## src/rtl/core/mfek_ram.sv

```systemverilog
module mfek_ram #(
  parameter int Width = 8,
  parameter int Depth = 64
) (
  input  logic                     clk_i,
  input  logic                     we_i,
  input  logic [$clog2(Depth)-1:0] waddr_i,
  input  logic [Width-1:0]         wdata_i,
  input  logic [$clog2(Depth)-1:0] raddr_i,
  output logic [Width-1:0]         rdata_o
);

  logic [Width-1:0] mem_q [Depth];

  always_ff @(posedge clk_i) begin
    if (we_i) begin
      mem_q[waddr_i] <= wdata_i;
    end
    rdata_o <= mem_q[raddr_i];
  end

endmodule

```

## config.mk

```make
export PLATFORM = sky130hd
export DESIGN_NAME = mfek_ram
export DESIGN_NICKNAME = d
export VERILOG_FILES = /design/src/rtl/core/mfek_ram.sv
export SDC_FILE = /design/constraint.sdc
export NUM_CORES = 1
export LEC_CHECK = 0
export BUFFER_PORTS_ARGS = -buffer_cell sky130_fd_sc_hd__buf_2
export CORE_MARGIN = 4
export CORE_UTILIZATION = 45
export DETAILED_ROUTE_END_ITERATION = 7
export PLACE_DENSITY_LB_ADDON = 0.05
export SLEW_MARGIN = 15
export SYNTH_ARGS = -nofsm -noshare
export SYNTH_HDL_FRONTEND = slang
export SYNTH_SLANG_ARGS = --single-unit
```

## constraint.sdc

```tcl
create_clock -name clk_i -period 2.5 [get_ports clk_i]
set_input_delay 0.75 -clock clk_i [delete_from_list [all_inputs] [get_ports clk_i]]
set_output_delay 0.75 -clock clk_i [all_outputs]
set_load 0.05 [all_outputs]
```

==> impl_metrics.csv <==
group,metric,value,unit
setup_path,critPathMaxStageDelay,0.66,ns
layout,fill_cells,3402,
timing,maxSlewViolCount,0,
floorplanning,rows,77,
logic_synthesis,synthTopCellsByCount,"edfxtp_1 (512), mux4_2 (126), nor2_1 (83), mux2i_1 (23), nand2_1 (19)",
clocking,ctsLongestPathBuffers,3,
drt,ant_nets,0,
floorplanning,initial_core_util,0.456,
clocking,cts_tree,"built",
timing,setup_violations,0,
placed_design,gp_congestion,0.799,
clocking,clk_latency,0.60,ns
drt,drt-initial-drc-count,1063,
logic_synthesis,synth-main-ff-cell,"edfxtp_1",
setup_path,crit_arrival,2.83,ns
global_route,gr-total-overflow,0,
timing,hold-worst-slack,0.618,ns
layout,nNetsFinal,1154,
placed_design,hpwl,31.7,mm
setup_path,critical_path_class,"input port to register",
layout,multi_input_area,4320,sq um
logic_synthesis,syn_nets,962,
timing,rsz0062_at_grt,"no",
clocking,cts-resized-gates,0,
clocking,cts_setup_buffers,0,
floorplanning,die_x,220,microns
timing,finalWorstSetupSlack,0.138,ns
layout,register_area,15500,sq um
power_and_ir_drop,max-vdd-ir-drop,0.492,mV
setup_path,end_kind,"register",
setup_path,crit_family,"compound AO/OA/AOI/OAI gates",
clocking,root_buffer,"clkbuf_16",
logic_synthesis,yosysSeqAreaShare,0.770,
logic_synthesis,ys_seq_elements,520,
logic_synthesis,syn_area,20200,sq um
setup_path,startpoint_type,"input port",
global_route,grt_pass1_vias,10481,
timing,max_slew.worst_pin.slew,0.719,ns
layout,area_growth,19.1,%
placed_design,placed_cells,1667,
floorplanning,io-pin-count,30,
floorplanning,die-area,48300,sq um
global_route,grt_first_pass_wirelength,71.1,mm
logic_synthesis,synth_area_leaders,"edfxtp_1 (76%), mux4_2 (14%), nor2_1 (1.5%)",
power_and_ir_drop,combinationalPowerShare,0.056,
setup_path,path_cells,"clkbuf_8, buf_12, mux4_2, nor2b_1, a2111oi_0, buf_4, o41ai_1",
timing,fmax,0.423,GHz
placed_design,io_buffers,29,
power_and_ir_drop,internal_power,15.2,mW
drt,wl_per_cell,27.2,microns
setup_path,worst-endpoint-required,2.96,ns
layout,drive_above_1_share,0.352,
layout,instances_no_fill,1770,
timing,period_needed,2.36,ns
power_and_ir_drop,power_density,794,nW/um^2
clocking,cts.reportedPaths.clkPinSlew,0.06,ns
floorplanning,die_height,220,microns
power_and_ir_drop,power.net_switching,3.92,mW
logic_synthesis,synth_top_area_frac,0.762,
logic_synthesis,synth.distinct_cells,40,
placed_design,place_ws,-0.481,ns
power_and_ir_drop,pwr-share-clk,0.437,
logic_synthesis,synth.most_common_cell,"edfxtp_1",
global_route,antenna_found_initial,5,
logic_synthesis,synthArstFlopShare,0,
drt,vias,10087,
timing,maxSlewHeadroom,0.509,
timing,skew,0.0212,ns
clocking,htreeDepth,2,
drt,drc_errors,0,
logic_synthesis,synth_cells,940,
logic_synthesis,synth_edf_count,512,
logic_synthesis,synth_warnings,0,
drt,via_per_inst,5.70,
timing,setup_tns,0,ns
floorplanning,core,44200,sq um
power_and_ir_drop,swShare,0.205,
setup_path,cpMaxStageDelayCell,"a2111oi_0",
global_route,grt_max_degree,65,
clocking,cts_hold_buf,0,
setup_path,cp_max_fo,23,
layout,diodes,0,
job,cap_viol_max_count,0,
outcome,status,"finished, final reports clean",
power_and_ir_drop,p_leak,7.88,nW
global_route,grt_use_total,0.206,
power_and_ir_drop,p_seq_frac,0.508,
timing,hold_viol,0,
logic_synthesis,avgSynthCellArea,21.5,sq um
clocking,clkSinkCount,520,
drt,first_pass_iters,5,
timing,fin_crit_sh,0.945,
setup_path,critPathBufInv,3,
drt,drt-total-wl,48.2,mm
clocking,cts_inserted_buffers,55,
hold_path,hold_class,"input port to register",
logic_synthesis,synth_area_leader_cell,"edfxtp_1",
tightest hold or removal path: cells and delay by family:
kind | cells | cell delay [ns]
buf+inv | 1 | 0.23
compound gates | 1 | 0.06
simple gates | 1 | 0.12
area by class of cell:
class,instances,share of cell area
Clock buffer,67,0.0609
Clock inverter,36,0.0171
Multi-Input combinational cell,369,0.180
Sequential cell,520,0.647
Tap cell,592,0.0308
Timing Repair Buffer,186,0.0650
cell families (layout without fill, tap and decap cells):
family	after synthesis	count (layout)	share of synthesized area
compound gates	54	54	0.0207
buf+inv	51	289	0.0157
flops	520	520	0.770
mux	162	162	0.159
simple gates	153	153	0.0339
stage by stage:
step | power [mW] | area, sq um | util
6_report | 19.1 | 24000 | 0.543
4_1_cts | 19.3 | 24000 | 0.543
3_3_place_gp | 10.9 | 22200 | 0.501
3_5_place_dp | 11.0 | 22200 | 0.501
5_1_grt | 19.7 | 24000 | 0.543
2_1_floorplan | 10.4 | 20200 | -
per-layer routing:
metal	up-vias	track usage	wire, microns
met3	86	0.0458	3130
li1	4330	-	-
met4	8	0.0645	1450
met2	308	0.320	22800
met1	5355	0.294	20700
met5	-	0	48
power by group through the flow:
stage                     Sequential [mW]  Clock (mW)  Combinational (mW)
after global routing                 9.69        8.92                1.14
after global placement               9.87           0                1.06
after CTS                            9.69        8.53                1.08
final                                9.69        8.33                1.07
after detailed placement             9.87           0                1.08
after floorplan                      9.91           0               0.514
worst paths after layout:
kind	from	endpoint	slack [ns]	cells after the start
setup / recovery	raddr_i[0]	rdata_o[5]$_DFF_P_	0.14	7
hold / removal	raddr_i[5]	rdata_o[6]$_DFF_P_	0.62	3
setup reg to reg	mem_q[3][5]$_DFFE_PP_	rdata_o[5]$_DFF_P_	0.43	5
hold reg to reg	mem_q[26][6]$_DFFE_PP_	rdata_o[6]$_DFF_P_	0.89	3
state kept, by name, indices dropped and copies added (netlist names):
name     flops
rdata_o      8
mem_q      512
cell usage in the layout, fill, tap and decap left out, types with 3 or more instances in the layout:
cell type   instances
a22oi_1             3
clkbuf_1           10
clkinv_2           18
dfxtp_1             8
a221oi_1            6
clkinv_1            5
clkbuf_16          57
clkinvlp_4          3
o2bb2ai_1           3
nor2b_1            14
o2111ai_1           3
a21oi_1             3
nor3_1              7
nand2_1            19
mux2_2             13
nand3b_1            3
mux2i_1            23
nand2b_1            7
nor2_1             83
a211oi_1            4
buf_12             18
bufinv_16           9
o221ai_1            8
mux4_2            126
o22ai_1             8
buf_2              26
buf_4             141
edfxtp_1          512
nand3_1            13
(Power assumes the default switching activity.)
