==> src/rtl/core/mfek_pkg.sv <==
package mfek_pkg;

  localparam int Nodes   = 64;
  localparam int NodeW   = $clog2(Nodes);
  localparam int CntW    = NodeW + 1;
  localparam int ResAddrW = 2 * NodeW;
  localparam int CapW    = 16;
  localparam int ResW    = 17;
  localparam int FlowW   = 22;

  localparam logic [ResW-1:0]  ResMax  = {ResW{1'b1}};
  localparam logic [FlowW-1:0] FlowMax = {FlowW{1'b1}};

  // item opcodes
  localparam logic OpAddEdge = 1'b0;
  localparam logic OpRun     = 1'b1;

  typedef enum logic [1:0] {
    ALU_MIN      = 2'd0,
    ALU_SUB_SAT  = 2'd1,
    ALU_ADD_RES  = 2'd2,
    ALU_ADD_FLOW = 2'd3
  } alu_op_e;

endpackage

==> src/rtl/core/mfek_alu.sv <==
module mfek_alu (
  input  mfek_pkg::alu_op_e              op_i,
  input  logic [mfek_pkg::FlowW-1:0]     a_i,
  input  logic [mfek_pkg::ResW-1:0]      b_i,
  output logic [mfek_pkg::FlowW-1:0]     y_o
);

  logic [mfek_pkg::FlowW:0]   sum;
  logic [mfek_pkg::FlowW-1:0] b_ext;

  assign b_ext = mfek_pkg::FlowW'(b_i);
  assign sum   = {1'b0, a_i} + {1'b0, b_ext};

  always_comb begin
    case (op_i)
      mfek_pkg::ALU_MIN:     y_o = (a_i < b_ext) ? a_i : b_ext;
      mfek_pkg::ALU_SUB_SAT: y_o = (a_i >= b_ext) ? (a_i - b_ext) : '0;
      mfek_pkg::ALU_ADD_RES: begin
        y_o = (sum > (mfek_pkg::FlowW+1)'(mfek_pkg::ResMax)) ?
              mfek_pkg::FlowW'(mfek_pkg::ResMax) : sum[mfek_pkg::FlowW-1:0];
      end
      mfek_pkg::ALU_ADD_FLOW: begin
        y_o = sum[mfek_pkg::FlowW] ? mfek_pkg::FlowMax : sum[mfek_pkg::FlowW-1:0];
      end
      default: y_o = '0;
    endcase
  end

endmodule
==> config.mk <==
export PLATFORM = sky130hd
export DESIGN_NAME = mfek_alu
export DESIGN_NICKNAME = d
export VERILOG_FILES = /design/src/rtl/core/mfek_pkg.sv /design/src/rtl/core/mfek_alu.sv
export SDC_FILE = /design/constraint.sdc
export NUM_CORES = 1
export LEC_CHECK = 0
export ABC_AREA = 1
export BUFFER_PORTS_ARGS = -buffer_cell sky130_fd_sc_hd__buf_2
export CORE_ASPECT_RATIO = 1.2
export CORE_MARGIN = 2
export CORE_UTILIZATION = 64
export DETAILED_ROUTE_END_ITERATION = 6
export PLACE_DENSITY = 0.91
export SLEW_MARGIN = 20
export SYNTH_ARGS = -nofsm -noshare
export SYNTH_HDL_FRONTEND = slang
export SYNTH_SLANG_ARGS = --single-unit
==> constraint.sdc <==
create_clock -name vclk -period 7.9
set_input_delay 1.185 -clock vclk [all_inputs]
set_output_delay 1.185 -clock vclk [all_outputs]
set_load 0.01 [all_outputs]
==> results of run 1 <==
-- cell usage after synthesis (all sizes together) --
cell type / instances
a21oi: 44
a21o: 1
o21bai: 5
xor2: 25
xnor2: 1
nor4: 2
buf: 14
ha: 34
nor3: 5
nor2: 63
clkbuf: 7
nand3: 71
a31o: 1
nand2: 181
nand3b: 13
nand4: 19
a21boi: 2
o21ai: 30
o211ai: 3
a31oi: 2
nor3b: 1
fa: 2
inv: 94
o22ai: 1
-- routing by layer --
layer | global-route usage (%) | wire (um) | up-vias
met5 | 0 | 0 | -
li1 | - | - | 2104
met4 | 25.29 | 630 | 0
met1 | 48.09 | 4245 | 1939
met3 | 9.178 | 1321 | 61
met2 | 68.56 | 5312 | 286
-- worst max-delay path, stage by stage --
cell	delay, ns
buf_2	0.11
inv_1	0.07
ha_1	0.14
inv_1	0.05
fa_1	0.41
nand3_1	0.09
nand2_1	0.08
a21oi_1	0.29
o21ai_1	0.19
a21oi_4	0.56
nand2_1	0.70
o211ai_1	0.46
nand3_1	0.15
buf_2	0.17
-- cells by family after synthesis --
| group | synth area share, % |
|---|---|
| xor gates and xnor gates | 7.046 |
| buffers and inverters | 14.40 |
| and+or+nand+nor | 48.94 |
| AOI/OAI and AO/OA | 15.22 |
| adders and majority gates | 14.40 |
-- power by group through the flow --
| stage | combinational, mW | sequential [mW] | clock (mW) |
|---|---|---|---|
| finish | 0.274 | 0 | 0 |
| floorplan | 0.188 | 0 | 0 |
| global placement | 0.258 | 0 | 0 |
| global route | 0.302 | 0 | 0 |
| CTS | 0.265 | 0 | 0 |
| detailed placement | 0.264 | 0 | 0 |
-- final cells by class --
type	instances	area [sq um]
inverter	94	352.8
fill	503	1378
timing repair buffer	65	330.3
tap	60	75.07
multi-input combinational	506	2769
-- worst paths after layout --
check    from      to  slack (ns)  cells after the start
max    a_i[0]  y_o[7]        2.05                     14
min    a_i[4]  y_o[4]        2.79                      4
-- metrics by stage --
step	area, sq um	power (mW)	util [%]
finish	3527	0.2740	71.91
global route	3527	0.3023	71.91
CTS	3527	0.2648	71.91
detailed placement	3527	0.2635	71.91
global placement	3525	0.2579	71.86
floorplan	3232	0.1882	-
==> impl_metrics.yaml, run 1 <==
sta:
  slew_viol_final: 0
  holdWs_ns: 2.787
  finalSetupViolCount: 0
  min_period_ns: 5.852
  worstMarginPinSlew_ns: 0.9313
  worst_slack_ns: 2.048
  grt_setup_unrepaired: "false"
  period_share_pct: 74.08
  setup_tns_ns: 0
  relSlewSlack_pct: 37.85
  fmax_ghz: 0.1709
  hold_viol: 0
setup_path:
  crit_fanout: 20
  worst_ep_arrival_time_ns: 4.67
  crit_type: "in -> out"
  end_kind: "primary output"
  critPathRequiredTime_ns: 6.71
  cp-start-kind: "primary input"
pwr:
  ir_worst_vdd_mv: 0.04263
  p_leak_nw: 2.002
  clkPwrFrac_pct: 0
  internal_power_uw: 91.76
  power_frac_comb_pct: 100.0
  p_sw_share_pct: 66.51
  switching_power_uw: 182.3
  pwr-share-seq_pct: 0
  powerDensity_nw_per_um2: 77.69
synthesis:
  yosysTopAreaCellShare_pct: 20.91
  syn_area_per_cell_sq_um: 5.204
  synth_cell_types: 36
  syn_area_sq_um: 3232
  synth_area_leaders: "nand2_1 (21%), ha_1 (13%), nand3_1 (11%)"
  mappedNetlistNets: 698
  synth_cells: 621
  ys_seq_area_share_pct: 0
  yosysWarnings: 0
  synth.largest_area_cell: "nand2_1"
die:
  io_pins: 63
  die_x_um: 68.87
  die_area_sq_um: 5637
  die_h_um: 81.85
  start_util_pct: 65.89
  core.rowCount: 28
  core_sq_um: 4905
place:
  dp.cells: 725
  port_buffers: 63
  place.gp.congestion: 1.034
  dp_slack_ns: 2.203
  dpl.hpwl_um: 8910
finish:
  layout.nets: 744
  final_cells: 725
  layout_commonest_cell: "nand2_1"
  syn_to_final_growth_pct: 9.137
  seqCellArea_sq_um: 0
  num-clock-buffers: 0
  nFlopsAndLatches: 0
  layout-drive-gt1-share_pct: 13.53
  diodes: 0
  layout_common_cells: "nand2_1 (180), inv_1 (79), nand3_1 (69)"
route:
  vias_per_cell: 6.055
  drt_first_iter_violations: 410
  ant_nets: 0
  vias: 4390
  wl_per_cell_um: 15.88
  route.detailed.drc: 0
  firstDrtPassIters: 7
  routed_wirelength_um: 11510
global_routing:
  grt_pass1_vias: 3983
  grt_max_degree: 21
  grt_pass1_wl_um: 17950
  antenna_found_initial: 0
  grt_remaining_overflow: 0
  track_usage_pct: 41.61
min_path:
  min_path_type: "in -> out"
clock_network:
  cts_setup_buffers: 0
  cts_hold_buf: 0
  cts.repair.resized: 0
run:
  maxCapViolations: 0
run_status:
  status: "finished, final reports clean"
Power figures use the tool's default switching activity.
==> inputs of run 2 (changes only) <==
- CORE_UTILIZATION: 64 -> 54
- PLACE_DENSITY: 0.91 -> 0.81
- clock period: 7.9 -> 5.3 ns (I/O delays scaled with it)
==> run 2 against run 1 <==
Effect of this change: cell count is 3.4% higher; global-route usage fell by 6.3 points; critical path depth is 2 higher; sequential share of layout area unchanged; combinational power up 50%; critical path type unchanged.
==> impl_metrics.yaml, run 2 (synthesis results as in run 1) <==
setup_path:
  crit_type: "in -> out"
  crit_fanout: 10
  critPathRequiredTime_ns: 4.51
  cp_top_family: "compound AO/OA/AOI/OAI gates"
  worst_ep_arrival_time_ns: 3.56
  cp-start-kind: "primary input"
  cp_slowest_cell: "fa_1"
  cpPeakStageDelay_ns: 0.41
  crit_chain: "buf_2, inv_1, ha_1, inv_1, fa_1, nand3_1, nand2_1, a21oi_1, o21ai_1, a21oi_4, buf_4, nand2_1, buf_4, o211ai_1, nand3_1, buf_2"
  cp_num_buf_inv: 6
  end_kind: "primary output"
finish:
  syn_to_final_growth_pct: 10.99
  nFlopsAndLatches: 0
  utilization_pct: 62.87
  diodes: 0
  num-clock-buffers: 0
  layout_commonest_cell: "nand2_1"
  layout.nets: 749
  layout-drive-gt1-share_pct: 14.03
  layout_common_cells: "nand2_1 (180), inv_1 (79), nand3_1 (69)"
  fillers: 615
  seqCellArea_sq_um: 0
route:
  route.detailed.drc: 0
  routed_wirelength_um: 11710
  vias_per_cell: 5.807
  ant_nets: 0
  wl_per_cell_um: 15.61
  drt_first_iter_violations: 397
  firstDrtPassIters: 6
  vias: 4355
die:
  die_area_sq_um: 6622
  die_x_um: 74.62
  die_h_um: 88.75
  io_pins: 63
  start_util_pct: 56.64
  core_sq_um: 5705
  core.rowCount: 30
pwr:
  p_leak_nw: 2.025
  ir_worst_vdd_mv: 0.05155
  powerDensity_nw_per_um2: 114.2
clock_network:
  cts_setup_buffers: 0
  cts.repair.resized: 0
  cts_hold_buf: 0
sta:
  worstMarginPinSlew_ns: 0.7873
  slew_viol_final: 0
  relSlewSlack_pct: 47.32
  period_share_pct: 82.12
  setup_tns_ns: 0
  grt_setup_unrepaired: "false"
  finalSetupViolCount: 0
  hold_viol: 0
  min_period_ns: 4.352
  fmax_ghz: 0.2298
place:
  dpl.hpwl_um: 9273
  place.gp.congestion: 1.015
  port_buffers: 63
min_path:
  hold_end: "y_o[10]"
  min_path_type: "in -> out"
  hp-start: "a_i[10]"
  holdPathStages: 4
global_routing:
  grt_pass1_vias: 3987
  grt_pass1_wl_um: 18440
  antenna_found_initial: 0
  grt_max_degree: 20
  track_usage_pct: 35.30
  grt_remaining_overflow: 0
run_status:
  status: "finished, final reports clean"
run:
  maxCapViolations: 0
run 2: changes by cell type in the layout (fill, tap and decap cells not counted):
cell and change:
nor2_1 +1, buf_4 +5, nor2_2 -1
run 2: layer usage:
| metal | vias up | global-route usage, % | wire length [um] |
|---|---|---|---|
| li1 | 2113 | - | - |
| met1 | 1898 | 43.76 | 4453 |
| met2 | 279 | 60.90 | 5444 |
| met3 | 65 | 3.531 | 1210 |
| met4 | 0 | 15.75 | 596 |
| met5 | - | 0 | 0 |
run 2: final cells by class:
type | count | area [sq um] | share of cell area (%)
Inverter | 94 | 352.8 | 9.836
Multi-Input combinational cell | 506 | 2766 | 77.12
Tap cell | 80 | 100.1 | 2.790
Timing Repair Buffer | 70 | 367.9 | 10.25
run 2: how the worst max path moves through the flow:
stage            from     end  slack (ns)  cells after the start
4_1_cts        a_i[0]  y_o[7]        1.01                     16
6_report       a_i[0]  y_o[7]        0.95                     16
5_1_grt        a_i[0]  y_o[7]        0.70                     16
2_1_floorplan  a_i[0]  y_o[6]        1.73                     13
3_3_place_gp   a_i[0]  y_o[7]        1.13                     16
3_5_place_dp   a_i[0]  y_o[7]        1.03                     16
run 2: worst min-delay path: stages:
cell and delay [ns]:
buf_2 0.11, o211ai_1 0.10, nand3_1 0.08, buf_2 0.12
run 2: power breakdown:
| group | leakage (nW) | switching, mW | internal (mW) |
|---|---|---|---|
| clock network | 0 | 0 | 0 |
| registers | 0 | 0 | 0 |
| logic | 2.02 | 0.272 | 0.138 |
run 2: stage by stage:
stage	total power [mW]	hold slack (ns)	worst slack [ns]	cells	area, sq um
floorplan	0.2806	1.778	1.733	621	3232
CTS	0.3986	2.003	1.015	750	3587
detailed placement	0.3968	2.001	1.025	750	3587
finish	0.4097	2.001	0.9476	750	3587
global placement	0.3917	1.989	1.126	750	3587
global route	0.4484	2.035	0.7037	750	3587
